==> src/rtl/core/lzss_stream_decoder_unit_defines.svh <==
// Assertion macros shared by the LZSS stream decoder RTL.
`ifndef LZSS_STREAM_DECODER_UNIT_DEFINES_SVH
`define LZSS_STREAM_DECODER_UNIT_DEFINES_SVH

`ifndef SYNTHESIS
// Same-cycle implication, checked at every rising edge outside reset.
`define LSD_ASSERT_NOW(label, ante, cons) \
  label: assert property (@(posedge clk) disable iff (rst) (ante) |-> (cons)) \
    else $error("lsd assertion failed");
// Next-cycle implication, checked at every rising edge outside reset.
`define LSD_ASSERT_NEXT(label, ante, cons) \
  label: assert property (@(posedge clk) disable iff (rst) (ante) |=> (cons)) \
    else $error("lsd assertion failed");
`else
`define LSD_ASSERT_NOW(label, ante, cons)
`define LSD_ASSERT_NEXT(label, ante, cons)
`endif

`endif

==> src/rtl/core/lsd_pkg.sv <==
// Types and constants of the LZSS stream decoder.
`default_nettype none
package lsd_pkg;

  typedef logic [4:0] fw_t;

  typedef enum logic [2:0] {
    ST_CLEAR,
    ST_IDLE,
    ST_BIT,
    ST_CPRD,
    ST_CPWR,
    ST_FLUSH
  } state_t;

  typedef enum logic [1:0] {
    PH_FLAG,
    PH_LITERAL,
    PH_LENGTH,
    PH_DISTANCE
  } phase_t;

  typedef struct packed {
    logic push;
    logic clear;
    logic bit_in;
    logic msb_first;
    fw_t  width;
  } field_ctl_t;

  localparam logic [1:0] CFG_BIT_ORDER     = 2'd0;
  localparam logic [1:0] CFG_LENGTH_BITS   = 2'd1;
  localparam logic [1:0] CFG_DISTANCE_BITS = 2'd2;

  localparam logic [4:0] MaxResults  = 5'd17;
  localparam fw_t        LitWidth    = 5'd8;
  localparam logic [2:0] MinLenBits  = 3'd1;
  localparam logic [2:0] MaxLenBits  = 3'd4;
  localparam logic [3:0] MinDistBits = 4'd4;
  localparam logic [4:0] LenBias     = 5'd2;
  localparam logic [3:0] CountSat    = 4'd15;

endpackage
`default_nettype wire

==> src/rtl/core/lsd_field_unit.sv <==
// Bit-serial field accumulator shared by literal, length and distance fields.
`default_nettype none
module lsd_field_unit #(
  parameter int AW = 12
) (
  input  wire                     clk,
  input  wire                     rst,
  input  lsd_pkg::field_ctl_t     ctl,
  output logic                    done,
  output logic [AW-1:0]           value
);
  import lsd_pkg::*;

  logic [AW-1:0] accum;
  logic [3:0]    count;
  logic [AW-1:0] accum_next;
  logic [3:0]    count_next;

  always_comb begin
    count_next = (count < CountSat) ? count + 4'd1 : CountSat;
    accum_next = accum;
    if (ctl.msb_first) begin
      accum_next = {accum[AW-2:0], ctl.bit_in};
    end else begin
      for (int i = 0; i < AW; i++) begin
        if (i == int'(count)) accum_next[i] = accum[i] | ctl.bit_in;
      end
    end
    done = ({1'b0, count_next} >= ctl.width);
    // keep only the bits inside the width in force
    for (int i = 0; i < AW; i++) begin
      value[i] = accum_next[i] & (i < int'(ctl.width));
    end
  end

  always_ff @(posedge clk) begin
    if (rst) begin
      accum <= '0;
      count <= '0;
    end else if (ctl.clear) begin
      accum <= '0;
      count <= '0;
    end else if (ctl.push) begin
      accum <= accum_next;
      count <= count_next;
    end
  end

endmodule
`default_nettype wire

==> config.mk <==
export PLATFORM = sky130hd
export DESIGN_NAME = lsd_field_unit
export DESIGN_NICKNAME = d
export VERILOG_FILES = /design/src/rtl/core/lzss_stream_decoder_unit_defines.svh /design/src/rtl/core/lsd_pkg.sv /design/src/rtl/core/lsd_field_unit.sv
export SDC_FILE = /design/constraint.sdc
export NUM_CORES = 1
export LEC_CHECK = 0
export BUFFER_PORTS_ARGS = -buffer_cell sky130_fd_sc_hd__buf_2
export CELL_PAD_IN_SITES_DETAIL_PLACEMENT = 1
export CELL_PAD_IN_SITES_GLOBAL_PLACEMENT = 1
export CORE_UTILIZATION = 43
export DETAILED_ROUTE_END_ITERATION = 7
export MAX_ROUTING_LAYER = met4
export PLACE_DENSITY = 0.86
export REMOVE_ABC_BUFFERS = 1
export SLEW_MARGIN = 5
export SYNTH_ARGS = -nofsm -noshare
export SYNTH_HDL_FRONTEND = slang
export SYNTH_SLANG_ARGS = --single-unit
==> constraint.sdc <==
create_clock -name clk -period 3.4 [get_ports clk]
set_input_delay 0.51 -clock clk [delete_from_list [all_inputs] [get_ports clk]]
set_output_delay 0.51 -clock clk [all_outputs]
set_load 0.02 [all_outputs]
Word-level counts from Yosys, hierarchy flattened. Index checks and enable logic that the tools add are counted.

$add $sub $neg: 1. Order comparisons: 14. Equality and inequality tests: 11. Muxes and demuxes: 14. Bitwise logic cells: 24. Reductions and logical operators: 2.

Operators by type and width (count): 4-bit equality test (first input constant) (8); 3-bit by 5-bit less-than comparator with 1-bit output (first input constant) (4); 4-bit by 5-bit less-than comparator with 1-bit output (first input constant) (4); 1-bit bitwise AND (12); 1-bit two-way mux (12); 12-bit two-way mux (1); 1-bit bitwise OR (12); 1-bit by 5-bit less-than comparator with 1-bit output (first input constant) (2); 2-bit by 5-bit less-than comparator with 1-bit output (first input constant) (2); 3-bit by 4-bit equality test with 1-bit output (first input constant) (2); 4-bit by 5-bit >= comparator with 1-bit output (1); 4-bit by 1-bit adder with 4-bit output (second input constant) (1); 2-bit by 4-bit equality test with 1-bit output (first input constant) (1); 4-bit zero test (1); 4-bit less-than comparator (second input constant) (1); 4-bit two-way mux (1); 2-bit OR reduction (1).

Register bits after elaboration: 16. Word-level logic and storage cells: 68.

Depth between registers and ports, before layout. Gate-level depths: netlist (run 1).

Depth in word-level cells: 4. Mapped depth: 8. Gate-level depth less buffers: 8.

Worst setup path before layout (run 1). OpenSTA, ideal clock, no wires.

Path type: reg-to-output. From: register count[0]. To: output port done. Data arrival time: 1650 ps. Path slack: 1240 ps. Cell stages (with the launch flop): 8. Path buffers: 0. Cell sequence: dfxtp_1 ha_1 nand3_2 and2_1 ha_1 nor2_1 a21oi_1 o31a_1.

Word-level cells in the longest chain between the ends: 3. Elaborated cells on any way between the ends: 4. Classes of those cells: add/sub: 1; order compare: 2; mux: 1.

RTL lines: start, declared (RTL line lsd_field_unit.sv:15) `logic [3:0] count;`; start signal, assigned (RTL line lsd_field_unit.sv:45) `count <= count_next;`; 4-bit by 1-bit adder with 4-bit output or 4-bit less-than comparator (tied branches) (RTL line lsd_field_unit.sv:20) `count_next = (count < CountSat) ? count + 4'd1 : CountSat;`; 4-bit two-way mux (*) (RTL line lsd_field_unit.sv:20); 4-bit by 5-bit >= comparator with 1-bit output (*) (RTL line lsd_field_unit.sv:29) `done = ({1'b0, count_next} >= ctl.width);`; end, declared (RTL line lsd_field_unit.sv:9) `output logic done,`.

Mark *: on every way between the ends. The rest lies on a longest branch, timed or not.

Final worst setup path (run 1). Same ends and word-level chain as after synthesis.

==> results of run 1 <==
[tightest hold or removal path, cell delays in order (launching register included)]
cell and delay [ns]:
dfxtp_1 0.33, nor2_1 0.12, a2111oi_2 0.06
[worst paths after layout]
check,end,slack (ns),cells past startpoint
setup / recovery,done,0.59,8
hold / removal,accum[11]$_SDFFE_PP0P_,0.55,2
setup reg to reg,accum[10]$_SDFFE_PP0P_,1.88,4
hold reg to reg,accum[11]$_SDFFE_PP0P_,0.55,2
[placed cells by master (no fill, tap or decap)]
cell	netlist	routed
buf_2	5	23
nor2_1	16	16
dfxtp_1	16	16
inv_1	13	13
o21ai_0	12	12
nor3_1	9	9
a311oi_1	8	8
ha_1	8	8
a2111oi_2	7	7
a21oi_1	6	6
nor2b_1	6	6
a211oi_1	5	5
a221oi_1	5	5
nand3b_1	5	5
nand2_1	3	3
clkbuf_4	0	3
and2_1	2	2
nand3_1	2	2
a31oi_1	2	2
a21oi_2	1	1
nand3_2	1	1
nand2b_1	1	1
mux2_2	1	1
nor3b_2	1	1
nor2b_4	1	1
nor2b_2	1	1
a311oi_2	1	1
o31a_1	1	1
or2_4	1	1
nand4_1	1	1
nor3b_1	1	1
a31o_2	1	1
clkbuf_8	0	1
[layout make-up]
class	count	area, um2	share of cell area (%)
Inverter	13	48.8	3.59
Multi-Input combinational cell	109	800	58.9
Timing Repair Buffer	23	115	8.48
Sequential cell	16	320	23.6
Clock buffer	4	36.3	2.67
Tap cell	30	37.5	2.76
[report_power, final]
| group | internal [uW] | switching [uW] | leakage, uW |
|---|---|---|---|
| Clock | 65.4 | 68.4 | 0.0000210 |
| Combinational | 40.1 | 74.5 | 0.000370 |
| Sequential | 193 | 5.68 | 0.000130 |
| Total | 298 | 149 | 0.000521 |
[per-layer routing]
layer / wire [um] / global-route usage, % / vias to the layer above
li1: - / - / 589
met1: 1660 / 32.9 / 603
met2: 1650 / 38.0 / 28
met3: 105 / 2.11 / 9
met4: 76 / 9.64 / 0
met5: 0 / - / -
[metrics by stage]
stage / std cells / utilization, % / hold slack, ns / power (uW) / worst slack (ns)
floorplan: 138 / - / 0.506 / 271 / 1.22
global placement: 191 / 51.0 / 0.524 / 312 / 1.06
detailed placement: 191 / 51.0 / 0.527 / 316 / 0.936
CTS: 195 / 52.4 / 0.545 / 449 / 0.597
global route: 195 / 52.4 / 0.590 / 467 / 0.475
finish: 195 / 52.4 / 0.547 / 447 / 0.593
[kinds of logic (layout without fill, tap and decap cells)]
| family | Yosys count | in the layout | synth area share, % |
|---|---|---|---|
| adders and majority gates | 8 | 8 | 8.18 |
| buffers and inverters | 22 | 40 | 8.49 |
| AOI/OAI and AO/OA | 49 | 49 | 32.7 |
| muxes | 1 | 1 | 0.920 |
| DFF | 16 | 16 | 26.2 |
| and+or+nand+nor | 51 | 51 | 23.5 |
[flip-flops by register name (all words and copies together), names as in the netlist]
| signal | flops |
|---|---|
| count | 4 |
| accum | 12 |
==> flow_summary_export.csv, run 1 <==
group,metric,value,unit
timing,worst_pin_slew,0.577,ns
critical_path,crit_type,"reg2out",
critical_path,startpoint,"count[0]$_SDFFE_PP0P_",
detailed_routing,vias_per_cell,6.30,
synthesis,synth_edf_count,0,
synthesis,netlist_instances,147,
timing,post-route-period-util,82.6,%
timing,fmax,0.356,GHz
clocking,cts_setup_buffers,0,
critical_path,crit_path_start_kind,"flip-flop",
critical_path,critPathMaxFanout,7,
critical_path,crit_top_cell,"ha_1",
global_routing,antenna_found_initial,0,
clocking,cts_root_buf,"clkbuf_4",
synthesis,netlist-cell-type-count,33,
synthesis,synth.top_cells.by_area,"dfxtp_1, a2111oi_2, ha_1",
clocking,path_clk_slew,0.10,ns
placement,placed_cell_area,1320,um2
die,die_height,55.3,um
global_routing,grt_pass1_wl,5.82,mm
clocking,post_cts_resized,0,
synthesis,yosysWarnings,0,
synthesis,synth_top_area_share,26.2,%
placement,port_buffers,23,
synthesis,ys_seq_area_share,26.2,%
detailed_routing,drt_iter0_drc,26,
timing,hold_viol,0,
die,rows,18,
hold_path,hold_class,"reg2reg",
synthesis,ys.flop_type,"dfxtp_1",
flow_run,maxCapViolations,0,
detailed_routing,drc,0,
run_status,outcome,"complete, no violations",
critical_path,cpPeakStageDelay,0.46,ns
global_routing,grt_pass1_vias,1190,
timing,fin_skew,0.00390,ns
layout,area_delta_synth_final,10.9,%
timing,finalSetupViolations,0,
layout,antenna_cells,0,
timing,rsz0062_at_grt,"false",
synthesis,syn_area,1220,um2
critical_path,cp_cell_sequence,"ha_1 > nand3_2 > and2_1 > ha_1 > nor2_1 > a21oi_1 > o31a_1 > buf_2",
layout,nFillCells,331,
layout,drive_above_1_share,26.1,%
critical_path,critPathTopFamily,"adder cells",
critical_path,critPathCaptureType,"output port",
pwr,peakVddDrop,0.182,mV
clocking,clock_latency,0.30,ns
timing,tns,0,ns
detailed_routing,first_pass_iters,4,
clocking,cts_sinks,16,
placement,gp_congestion,0.852,
layout,fin_area,1360,um2
detailed_routing,ant_nets,0,
die,fp.coreArea,2590,um2
synthesis,yosysTopAreaCell,"dfxtp_1",
critical_path,crit_arrival,2.30,ns
hold_path,min_from,"accum[11]$_SDFFE_PP0P_",
clocking,htree_num_levels,1,
die,ios,24,
detailed_routing,dr_total_vias,1229,
critical_path,cp_num_buf_inv,1,
timing,max-slew-margin-rel,61.2,%
global_routing,grt_max_degree,32,
pwr,power_leakage,0.000521,uW
synthesis,synth.avg_cell_area,8.32,um2
synthesis,synthArstFlopShare,0,%
critical_path,critPathSlowestCell,"dfxtp_1",
global_routing,overflow,0,
clocking,clk_path_buf_depth,2,
placement,dpl.hpwl,2.59,mm
clocking,cts_hold_buffers,0,
detailed_routing,routed_wl,3.50,mm
critical_path,r2r_start,"count[0]$_SDFFE_PP0P_",
die,start_util,47.2,%
die,floorplan.die_area,3060,um2
pwr,power_density,329,nW/um2
global_routing,track_usage,24.5,%
layout,final_nets,185,
critical_path,required,2.89,ns
clocking,cts_tree,"done",
clocking,cts_inserted_buffers,3,
timing,slew_viol_final,0,
synthesis,synth_common_cells,"dfxtp_1, nor2_1, inv_1, o21ai_0, nor3_1",
synthesis,ys_seq_elements,16,
detailed_routing,wl_per_cell,17.9,um
die,die_x,55.3,um
timing,min_period,2.81,ns
Note: power is estimated with default switching activity, not from simulation.
==> run 2, diff against run 1 <==
Settings changed: CORE_UTILIZATION 43 to 40, PLACE_DENSITY 0.86 to 0.81.
Clock period 3.4 ns to 2.7 ns, I/O delays scaled along.
==> run 2 against run 1 <==
  * Cell area grew 0.92%
  * Combinational power grew 23%
  * Register-to-register slack worse by 0.62 ns
  * Critical endpoint unchanged
  * Sequential power up 26%
  * Count of clock-buffer cells in the layout unchanged
  * Die area is 7.2% higher
  * Flip-flop and latch count did not move
  * Non-clock buffer count is 1 higher
  * The run now ends with DRC left
  * Critical path type unchanged
  * Total power grew 26%
  * Via count decreased by 2.4%
==> flow_summary_export.csv, run 2 (same netlist as run 1, synthesis figures left out) <==
group,metric,value,unit
critical_path,startpoint,"count[1]$_SDFFE_PP0P_",
detailed_routing,ant_nets,0,
critical_path,r2r_start,"count[0]$_SDFFE_PP0P_",
timing,rsz0062_at_grt,"false",
clocking,cts_hold_buffers,0,
pwr,power,562,uW
pwr,peakVddDrop,0.186,mV
critical_path,crit_arrival,2.19,ns
layout,fin_cells,197,
layout,area_delta_synth_final,12.0,%
timing,min_period,2.60,ns
clocking,cts_tree,"done",
placement,dpl.hpwl,2.60,mm
flow_run,maxCapViolations,0,
run_status,outcome,"finished, violations left",
layout,antenna_cells,0,
die,die_height,57.3,um
placement,placedCellCount,193,
layout,largestRegisters,"accum (12), count (4)",
timing,fin_skew,0.00432,ns
clocking,cts_root_buf,"clkbuf_4",
global_routing,grt_pass1_vias,1231,
detailed_routing,drc,2,
timing,fmax,0.385,GHz
detailed_routing,dr_total_vias,1199,
die,start_util,43.3,%
die,floorplan.die_area,3280,um2
die,die_x,57.3,um
timing,slew_viol_final,0,
pwr,power_leakage,0.000524,uW
critical_path,critPathMaxFanout,7,
detailed_routing,first_pass_iters,6,
detailed_routing,routed_wl,3.46,mm
clocking,htree_num_levels,1,
placement,port_buffers,23,
global_routing,track_usage,24.0,%
critical_path,crit_path_start_kind,"flip-flop",
timing,finalSetupViolations,0,
critical_path,required,2.30,ns
layout,drive_above_1_share,27.7,%
timing,post-route-period-util,96.2,%
layout,nFillCells,361,
pwr,power_density,410,nW/um2
global_routing,grt_max_degree,32,
layout,largest_register_ffs,12,
layout,final_cell_mix,"buf_2, nor2_1, dfxtp_1, inv_1, o21ai_0",
critical_path,reg2reg_depth,4,
run_status,violations,"DRC",
timing,tns,0,ns
hold_path,whs_path_depth,4,
clocking,path_clk_slew,0.10,ns
timing,hold_viol,0,
detailed_routing,vias_per_cell,6.09,
timing,max-slew-margin-rel,60.9,%
clocking,cts_sinks,16,
layout,final_nets,186,
clocking,clk_path_buf_depth,2,
hold_path,min_from,"rst",
placement,gp_congestion,0.835,
clocking,clock_latency,0.30,ns
global_routing,grt_pass1_wl,5.84,mm
layout,top_register,"accum",
layout,final_common_cell,"buf_2",
critical_path,crit_type,"reg2out",
global_routing,overflow,0,
timing,whs,0.445,ns
hold_path,hold_class,"in2reg",
layout,final_core_util,48.4,%
clocking,cts_inserted_buffers,3,
detailed_routing,wl_per_cell,17.5,um
die,ios,24,
critical_path,critPathCaptureType,"output port",
die,rows,19,
die,fp.coreArea,2830,um2
global_routing,antenna_found_initial,0,
timing,worst_pin_slew,0.587,ns
detailed_routing,drt_iter0_drc,65,
==> run 2: metrics by stage <==
| step | setup WS (ns) | cell area, um2 |
|---|---|---|
| 2_1_floorplan | 0.626 | 1170 |
| 3_3_place_gp | 0.483 | 1330 |
| 3_5_place_dp | 0.390 | 1330 |
| 4_1_cts | 0.0315 | 1370 |
| 5_1_grt | 0.00507 | 1370 |
| 6_report | 0.104 | 1370 |
==> run 2: power breakdown <==
part / switching (uW) / internal (uW) / leakage [uW]
clock: 86.9 / 82.4 / 0.0000210
combinational: 91.8 / 50.5 / 0.000372
sequential: 7.40 / 243 / 0.000130
==> run 2: final timing paths <==
check	endpoint	slack, ns
worst min-delay path	accum[0]$_SDFFE_PP0P_	0.44
worst max-delay path	done	0.10
worst min register to register	accum[11]$_SDFFE_PP0P_	0.55
worst max register to register	accum[10]$_SDFFE_PP0P_	1.26
==> run 2: final cells by class <==
cell class                      instances  area [um2]  share of cell area, %
Inverter                               13        48.8                   3.56
Tap cell                               31        38.8                   2.83
Clock buffer                            4        36.3                   2.65
Sequential cell                        16         322                   23.5
Timing Repair Buffer                   24         123                   8.95
Multi-Input combinational cell        109         802                   58.5
==> run 2: timing repair <==
action | in CTS | in global routing
gates resized for setup | 0 | 2
setup endpoints to repair | 0 | 1
setup buffers | 0 | 0
==> run 2: layer usage <==
metal  global-route usage [%]  share of wire, %
met1                     31.3                47
met2                     37.6                49
met3                     3.17               3.3
met4                     9.41               1.3
met5                        -                 0
==> run 2: worst max-delay path, cell delays in order, from the launching register on <==
cell and delay, ns:
dfxtp_1 0.45, ha_2 0.30, nand3_2 0.12, and2_1 0.20, ha_1 0.27, nor2_1 0.10, a21oi_1 0.07, o31a_1 0.23
buf_2 0.16
==> run 3, diff against run 2 <==
==> constraint.sdc (replaced) <==
create_clock -name clk -period 2.8 [get_ports clk]
set_input_delay 0.42 -clock clk [delete_from_list [all_inputs] [get_ports clk]]
set_output_delay 0.42 -clock clk [all_outputs]
set_load 0.005 [all_outputs]
==> run 3 against run 2 <==
  * The flow still finishes with violations (DRC)
  * Global-route usage is 0.37 points lower
  * Non-clock buffer count is the same
  * Via count is essentially flat
  * Cell area shrank 1.3%
  * Critical path type unchanged
  * Highest routed layer unchanged
==> flow_summary_export.csv, run 3 (same netlist as run 1, synthesis figures left out) <==
group,metric,value,unit
critical_path,crit_arrival,2.22,ns
global_routing,overflow,0,
global_routing,grt_pass1_vias,1177,
pwr,peakVddDrop,0.222,mV
layout,drive_above_1_share,26.1,%
pwr,netSwitchingFraction,32.4,%
timing,hold_viol,0,
pwr,pwr-share-comb,25.2,%
placement,dp_slack,0.488,ns
die,die_x,57.3,um
timing,slew_viol_final,0,
critical_path,crit_type,"reg2out",
global_routing,track_usage,23.6,%
layout,nFillCells,361,
critical_path,critPathCaptureType,"output port",
layout,final_nets,186,
detailed_routing,dr_total_vias,1198,
die,die_height,57.3,um
critical_path,worst_r2r_endpoint,"accum[10]$_SDFFE_PP0P_",
detailed_routing,drt_iter0_drc,25,
layout,final_common_cell,"buf_2",
run_status,violations,"DRC",
clocking,htree_num_levels,1,
critical_path,rrSetupSlack,1.28,ns
placement,port_buffers,23,
timing,fmax,0.378,GHz
critical_path,reg2reg_depth,4,
die,rows,19,
global_routing,grt_pass1_wl,5.79,mm
clocking,clk_path_buf_depth,2,
critical_path,r2r_start,"count[0]$_SDFFE_PP0P_",
detailed_routing,drc,1,
clocking,cts_sinks,16,
pwr,switchingPower,159,uW
layout,final_cell_mix,"buf_2, nor2_1, dfxtp_1, inv_1, o21ai_0",
die,start_util,43.3,%
pwr,p_int,332,uW
pwr,pwr-share-clk,25.8,%
clocking,cts_hold_buffers,0,
detailed_routing,wl_per_cell,17.5,um
pwr,seq_power_share,49.0,%
timing,min_period,2.64,ns
detailed_routing,vias_per_cell,6.11,
clocking,cts_inserted_buffers,3,
flow_run,maxCapViolations,0,
timing,whs,0.473,ns
hold_path,whs_path_depth,4,
critical_path,required,2.38,ns
pwr,power,491,uW
die,fp.coreArea,2830,um2
critical_path,startpoint,"count[0]$_SDFFE_PP0P_",
clocking,post_cts_resized,0,
timing,max-slew-margin-rel,61.4,%
layout,largestRegisters,"accum (12), count (4)",
clocking,cts_tree,"done",
clocking,path_clk_slew,0.10,ns
run_status,outcome,"finished, violations left",
clocking,cts_setup_buffers,0,
hold_path,min_from,"rst",
die,ios,24,
critical_path,critPathMaxFanout,7,
global_routing,grt_max_degree,32,
pwr,power_density,363,nW/um2
timing,fin_ws,0.157,ns
detailed_routing,ant_nets,0,
layout,area_delta_synth_final,10.5,%
die,floorplan.die_area,3280,um2
timing,worst_pin_slew,0.579,ns
detailed_routing,first_pass_iters,6,
layout,antenna_cells,0,
placement,gp_congestion,0.829,
placement,dpl.hpwl,2.58,mm
timing,tns,0,ns
timing,rsz0062_at_grt,"false",
timing,post-route-period-util,94.4,%
timing,fin_skew,0.00932,ns
hold_path,min_to,"accum[0]$_SDFFE_PP0P_",
critical_path,crit_path_start_kind,"flip-flop",
global_routing,antenna_found_initial,0,
clocking,cts_root_buf,"clkbuf_4",
layout,largest_register_ffs,12,
layout,top_register,"accum",
detailed_routing,routed_wl,3.42,mm
timing,finalSetupViolations,0,
clocking,clock_latency,0.29,ns
hold_path,hold_class,"in2reg",
pwr,power_leakage,0.000519,uW
[run 3: per-layer routing]
metal | share of wire, % | vias up | global-route usage [%]
li1 | - | 590 | -
met1 | 46 | 582 | 29.0
met2 | 50 | 22 | 38.7
met3 | 3.2 | 4 | 5.22
met4 | 1.1 | 0 | 7.32
met5 | 0 | - | -
[run 3: worst max-delay path by stage]
stage,endpoint,slack [ns],cells past startpoint
CTS,done,0.15,8
floorplan,done,0.78,7
global route,done,0.007,8
global placement,done,0.60,8
detailed placement,done,0.49,8
finish,done,0.16,8
[run 3: power by group through the flow]
| stage | Combinational [uW] | Sequential [uW] | Clock, uW |
|---|---|---|---|
| floorplan | 69.8 | 244 | 0 |
| global placement | 119 | 245 | 0 |
| detailed placement | 123 | 246 | 0 |
| CTS | 124 | 240 | 131 |
| global route | 138 | 242 | 144 |
| finish | 124 | 241 | 127 |
[run 3: final cells by class]
cell class / count / area [um2] / area share, %
multi-input cells: 109 / 800 / 59.1
clock buffers: 3 / 22.5 / 1.67
flip-flops and latches: 16 / 320 / 23.7
inverters: 13 / 48.8 / 3.61
repair buffers: 24 / 123 / 9.07
well taps: 31 / 38.8 / 2.87
[run 3: stage by stage]
stage | instances | instance area, um2 | utilization [%]
finish | 196 | 1350 | 47.8
global route | 196 | 1350 | 47.8
CTS | 196 | 1350 | 47.8
detailed placement | 193 | 1330 | 47.0
global placement | 193 | 1330 | 47.0
floorplan | 138 | 1170 | -
[run 3: critical path, cell delays in order, from the launching register on]
cell and delay, ns:
dfxtp_1 0.44, ha_1 0.35, nand3_2 0.13, and2_1 0.20, ha_1 0.27, nor2_1 0.10
a21oi_1 0.07, o31a_1 0.25, buf_2 0.14
